===== config.mk =====
export PLATFORM = sky130hd
export DESIGN_NAME = lvrt_div
export DESIGN_NICKNAME = d
export VERILOG_FILES = /design/src/hdl/lvrt_pkg.sv /design/src/hdl/lvrt_div.sv
export SDC_FILE = /design/constraint.sdc
export NUM_CORES = 2
export LEC_CHECK = 0
export BUFFER_PORTS_ARGS = -buffer_cell sky130_fd_sc_hd__buf_2
export CAP_MARGIN = 25
export CORE_ASPECT_RATIO = 1.25
export CORE_MARGIN = 2
export CORE_UTILIZATION = 50
export DETAILED_ROUTE_END_ITERATION = 16
export PLACE_DENSITY = 0.65
export REMOVE_ABC_BUFFERS = 1
export SETUP_SLACK_MARGIN = 0.02
export SLEW_MARGIN = 30
export SYNTH_ARGS = -nofsm -noshare
export SYNTH_HDL_FRONTEND = slang
export SYNTH_SLANG_ARGS = --single-unit

===== constraint.sdc =====
create_clock -name clock -period 4.3 [get_ports clock]
set_input_delay 0.645 -clock clock [delete_from_list [all_inputs] [get_ports clock]]
set_output_delay 0.645 -clock clock [all_outputs]
set_load 0.01 [all_outputs]

===== src/hdl/lvrt_pkg.sv =====
// package for the lvrt current reference block: types, constants, atan table
// depends on nothing
`default_nettype none
package lvrt_pkg;
   localparam int FracBits     = 14;
   localparam int CordicStages = 16;
   localparam int GainFrac     = 12;
   localparam int Guard        = 16;
   localparam int AtanLen      = 24;
   localparam logic signed [31:0] KinvQ30 = 32'sd652032874;
   localparam logic signed [19:0] OutMax = 20'sd131071;
   localparam logic signed [19:0] OutMin = -20'sd131072;

   typedef enum logic [2:0] {
      REG_GAIN  = 3'd0, REG_UPPER = 3'd1, REG_LOWER = 3'd2, REG_ILIM = 3'd3,
      REG_RATIO = 3'd4, REG_PACT  = 3'd5, REG_QREA  = 3'd6, REG_NONE = 3'd7
   } reg_index_type;

   typedef enum logic [2:0] {
      RGN_NORMAL = 3'd0, RGN_SUPPORT = 3'd1, RGN_CUT = 3'd2,
      RGN_CAP = 3'd3, RGN_BLOCKED = 3'd4
   } region_type;

   typedef struct packed {
      logic [15:0] gain;
      logic [15:0] upper;
      logic [15:0] lower;
      logic [16:0] ilim;
      logic [16:0] ratio;
      logic signed [17:0] pact;
      logic signed [17:0] qrea;
   } cfg_type;

   function automatic logic [31:0] atan_entry(input int i);
      logic [31:0] t [AtanLen];
      t = '{32'h20000000, 32'h12E4051D, 32'h09FB385B, 32'h051111D4, 32'h028B0D43,
            32'h0145D7E1, 32'h00A2F61E, 32'h00517C55, 32'h0028BE53, 32'h00145F2F,
            32'h000A2F98, 32'h000517CC, 32'h00028BE6, 32'h000145F3, 32'h0000A2FA,
            32'h0000517D, 32'h000028BE, 32'h0000145F, 32'h00000A30, 32'h00000518,
            32'h0000028C, 32'h00000146, 32'h000000A3, 32'h00000051};
      return t[i];
   endfunction

   function automatic logic signed [19:0] sat18(input logic signed [63:0] v);
      if (v > 64'(OutMax)) return OutMax;
      if (v < 64'(OutMin)) return OutMin;
      return v[19:0];
   endfunction
endpackage
`default_nettype wire


===== src/hdl/lvrt_div.sv =====
// pipelined restoring divider, one quotient bit per stage, unsigned magnitudes
// depends on lvrt_pkg
`default_nettype none
module lvrt_div import lvrt_pkg::*; #(
   parameter int NumW = 32,
   parameter int DenW = 16
) (
   input  wire logic            clock,
   input  wire logic            en,
   input  wire logic [NumW-1:0] num,
   input  wire logic [DenW-1:0] den,
   output logic      [NumW-1:0] quo
);
   logic [NumW-1:0] n_ff [NumW+1];
   logic [NumW-1:0] q_ff [NumW+1];
   logic [DenW:0]   r_ff [NumW+1];
   logic [DenW-1:0] d_ff [NumW+1];

   always_comb begin
      n_ff[0] = num; q_ff[0] = '0; r_ff[0] = '0; d_ff[0] = den;
   end

   for (genvar k = 0; k < NumW; k++) begin : g_st
      logic [DenW+1:0] rs;
      logic [DenW+1:0] df;
      assign rs = {r_ff[k], n_ff[k][NumW-1-k]};
      assign df = rs - {2'b00, d_ff[k]};
      always_ff @(posedge clock) begin
         if (en) begin
            n_ff[k+1] <= n_ff[k];
            d_ff[k+1] <= d_ff[k];
            if (!df[DenW+1]) begin
               r_ff[k+1] <= df[DenW:0];
               q_ff[k+1] <= q_ff[k] | (NumW'(1) << (NumW-1-k));
            end else begin
               r_ff[k+1] <= rs[DenW:0];
               q_ff[k+1] <= q_ff[k];
            end
         end
      end
   end
   assign quo = q_ff[NumW];
endmodule
`default_nettype wire


[Word-level counts from Yosys, hierarchy flattened]
Cells that the tools add are included.
Word-level totals
  output and inout bits: 32
  register bits after elaboration: 2543
  input bits: 50
  logic and storage cells: 221
Cells by class
  muxes and demuxes: 32
  $add $sub $neg: 32
Operator list (number)
  $sub A18 B16 Y18: 31
  $mux W17: 30
  $mux W32: 1
  $sub A1 B16 Y17: 1
  $mux W1: 1

[Longest topological paths before layout]
  depth in word-level cells: 2
  mapped depth: 12
  depth with buffers taken out: 11

[Worst setup path after synthesis]
No wires, ideal clock.
  kind: register to register
  start point: reg d_ff[225] in the netlist's numbering
  end point: reg r_ff (netlist bit g_st[19].rs[12]), data pin
  buffers on the path: 1
  period minus slack after synthesis: 3117 ps
  data arrival time: 2857 ps
  library setup time: 260 ps
  required time: 4040 ps
  cell stages (with the launch flop): 12
  path slack: 1183 ps
  cell sequence: edfxtp_1 inv_1 ha_1 nor2b_1 o21ai_0 a21oi_1 o211ai_1 a21oi_1 a2111oi_2 xnor2_1 buf_2 mux2_2
Between the ends
  cells in the longest elaborated chain, start to end: 2
Ends and longest elaborated chain
  start, declared: line lvrt_div.sv:17  | logic [DenW-1:0] d_ff [NumW+1];
  start signal, assigned by index: line lvrt_div.sv:31  | d_ff[k+1] <= d_ff[k];
  $sub A18 B16 Y18: line lvrt_div.sv:27  | assign df = rs - {2'b00, d_ff[k]};
  $mux W17: line lvrt_div.sv:32  | if (!df[DenW+1]) begin
  end signal, assigned by index: line lvrt_div.sv:33  | r_ff[k+1] <= df[DenW:0];
  end signal, assigned by index: line lvrt_div.sv:36  | r_ff[k+1] <= rs[DenW:0];
  end, declared: line lvrt_div.sv:16  | logic [DenW:0] r_ff [NumW+1];
Every way passes these cells.
A chain may end at the register's enable or synchronous reset.

[Worst setup path after layout]
  start point: reg d_ff[129] in the netlist's numbering
  end point: reg r_ff (netlist bit g_st[25].rs[5]), data pin
Same word-level chain as after synthesis.

==> impl_metrics.json <==
{
  "clockBufferDepth": 3,
  "slew_violations": 0,
  "max-vdd-ir-drop_uv": 467.5,
  "rsz0062_at_grt": "false",
  "p_int_w": 0.05276,
  "grt_first_pass_wirelength_mm": 263.5,
  "post-cts-setup-buffers": 0,
  "antenna_found_initial": 2,
  "num-nets-final": 7221,
  "power_frac_clock_pct": 23.1,
  "final_cells": 9215,
  "start_kind": "register",
  "tns_ps": 0,
  "hp-class": "in -> reg",
  "start_util_pct": 50.33,
  "clk_latency_ps": 840,
  "path_buf_inv": 2,
  "h-tree-depth": 4,
  "cts.clk_slew.worst_paths_ps": 60,
  "status": "completed",
  "netlist_area_mm2": 0.09266,
  "worstPathRequired_ps": 4880,
  "ys_async_sr_fraction_pct": 0,
  "yosysTopAreaCellShare_pct": 66.34,
  "p_switching_w": 0.02486,
  "synth_top_area_cell": "edfxtp_1",
  "maxCapViolCount": 0,
  "cts_tree": "done",
  "routed_wl_mm": 162.4,
  "first_global_vias": 50700,
  "syn2layout_area_growth_pct": 11.89,
  "yosysUniqueCellTypes": 75,
  "final_layout_size_suffix_gt1_share_pct": 13.39,
  "cp_max_fo": 16,
  "syn_avg_cell_area_um2": 14.60,
  "critPathMaxStageDelay_ps": 690,
  "drt-initial-drc-count": 3103,
  "pwr-share-comb_pct": 37.8,
  "crit_type": "reg -> reg",
  "grt_max_degree": 150,
  "synth_ff_type": "edfxtp_1",
  "dp_hpwl_mm": 111.9,
  "clock_skew_ps": 30.72,
  "netlist_instances": 6349,
  "coreArea_mm2": 0.1841,
  "dieHeight_um": 485.3,
  "num_rows": 176,
  "yosys_register_bits": 2047,
  "dp_cells": 8798,
  "p_leak_nw": 40.21,
  "worstPathArrival_ps": 4330,
  "drt-pass1-iter-count": 7,
  "power_frac_seq_pct": 39.1,
  "drc": 0,
  "worstPathCellList": "inv_1 -> ha_1 -> nor2b_1 -> o311ai_0 -> nand3_1 -> a41oi_1 -> o21ai_0 -> xor2_2 -> buf_4 -> mux2_2",
  "fp.dieW_um": 389.1,
  "clock-sinks": 2047,
  "synth_area_leaders": "edfxtp_1 66%, ha_1 6.7%, mux2_2 4.4%",
  "final.period_utilization_pct": 87.31,
  "via_per_inst": 5.409,
  "numCtsBuffers": 200,
  "worst_pin_slew_ps": 958.6,
  "ys_warn_count": 0,
  "port_buffers": 81,
  "slowest_stage": "o311ai_0",
  "root_buffer": "clkbuf_16",
  "grt_usage_pct": 17.27,
  "vias": 49840,
  "path_delay_family": "compound AO/OA/AOI/OAI gates",
  "final-setup-viol-count": 0,
  "synth-seq-area-share_pct": 66.34,
  "synth_edf_count": 2047,
  "slew_headroom_pct": 36.04,
  "final_antenna_net_count": 0,
  "fin_crit_ps": 3754,
  "crit_path_end_kind": "register",
  "max_freq_ghz": 0.2664,
  "place_congestion": 0.8667,
  "regArea_mm2": 0.06147,
  "boundaryPins": 82,
  "grt_overflow": 0,
  "die_area_mm2": 0.1888,
  "netSwitchingFraction_pct": 32.03,
  "finalCoreUtilization_pct": 56.32,
  "power.density_mw_per_mm2": 748.6,
  "multiInputGateArea_mm2": 0.02841,
  "nFillCells": 14480,
  "wl_per_cell_um": 17.62,
  "hold_violations": 0
}
-- cells in the mapped netlist, drive strengths merged (52+ instances only) --
cell,instances
nor2b,106
mux2i,57
nor3,79
o21ai,227
edfxtp,2047
a21o,187
xnor2,254
nand2,212
buf,69
nand3,72
inv,640
o21a,105
nor2,220
xor2,151
ha,497
a21oi,320
mux2,371
nand4,52
-- layer usage --
metal  GRT usage (%)  share of wire (%)  routed length, um  vias up
met4           6.921                3.7               6009        0
met5               0                  0                  0        -
met1           20.07                 40              65620    24200
met3           2.639                3.1               4974      382
met2           31.73                 53              85750      812
li1                -                  -                  -    24450
-- path summary, 6_finish.rpt --
check / start / end / slack (ps) / cells past startpoint
setup / recovery: d_ff[129]$_DFFE_PP_ / g_st[25].rs[5]$_DFFE_PP_ / 550 / 10
hold reg to reg: q_ff[344]$_DFFE_PP_ / q_ff[312]$_DFFE_PP_ / 400 / 0
hold / removal: num[31] / g_st[1].rs[1]$_DFFE_PP_ / 150 / 3
setup reg to reg: d_ff[129]$_DFFE_PP_ / g_st[25].rs[5]$_DFFE_PP_ / 550 / 10
-- kinds of logic (layout without fill, tap and decap cells) --
kind of cell / count (synthesis) / after routing / share of synthesized area (%)
DFF: 2047 / 2047 / 66.34
AOI/OAI and AO/OA: 1251 / 1251 / 9.043
and+or+nand+nor: 940 / 940 / 5.053
buffers and inverters: 750 / 1205 / 3.197
adders and majority gates: 527 / 527 / 7.359
muxes: 428 / 428 / 5.124
xor gates and xnor gates: 405 / 405 / 3.885
other: 1 / 9 / 0.004047
-- power by group through the flow --
stage          sequential (W)  combinational [W]  clock, W
2_1_floorplan          0.0295             0.0229         0
3_3_place_gp           0.0308             0.0285         0
3_5_place_dp           0.0308             0.0291         0
4_1_cts                0.0304             0.0294    0.0185
5_1_grt                0.0307             0.0327    0.0193
6_report               0.0303             0.0294    0.0179
-- sequential cells by signal, summed over array words and instances (netlist names) --
signal / flops
g_st.rs: 558
d_ff: 496
q_ff: 496
n_ff: 465
quo: 32
-- cell type report --
type,instances,area share (%)
clock inverters,141,1.554
clock buffers,228,4.990
well taps,2403,2.900
multi-input cells,3559,27.40
inverters,640,2.317
repair buffers,196,1.545
diodes,1,0.002414
flip-flops and latches,2047,59.29
-- cell usage in the layout, fill, tap and decap left out, types with 43 or more instances in the layout --
master,n
edfxtp_1,2047
inv_1,635
ha_1,497
mux2_2,366
a21oi_1,320
xnor2_1,246
nor2_1,220
o21ai_0,219
nand2_1,212
clkbuf_16,203
a21o_1,187
xor2_1,140
nor2b_1,106
o21a_1,105
buf_2,80
nor3_1,79
nand3_1,72
mux2i_1,57
nand4_1,52
buf_4,52
and3_1,48
nand2b_1,47
dlygate4sd3_1,47
a31oi_1,46
clkinv_2,43
-- tightest hold or removal path, cell delays in order --
cell and delay, ps:
buf_2 90, nor2_1 40, a21oi_1 100
-- per-stage QoR --
step                area, um^2  setup slack (ps)  power [W]  hold slack (ps)
floorplan                92130             381.9    0.05239            400.3
global placement         96360             660.0    0.05925            400.4
detailed placement       96420             536.1    0.05989            404.5
CTS                     103700             516.5    0.07836            69.65
global route            103700             242.9    0.08263            131.2
finish                  103700             545.8    0.07761            147.8
-- timing repair --
item	in CTS	in global routing
resized for setup	0	0
endpoints found under the setup margin	0	0
hold buffers	47	0
endpoints found under the hold margin	47	0
No activity file was read; power rests on OpenSTA's default activity.
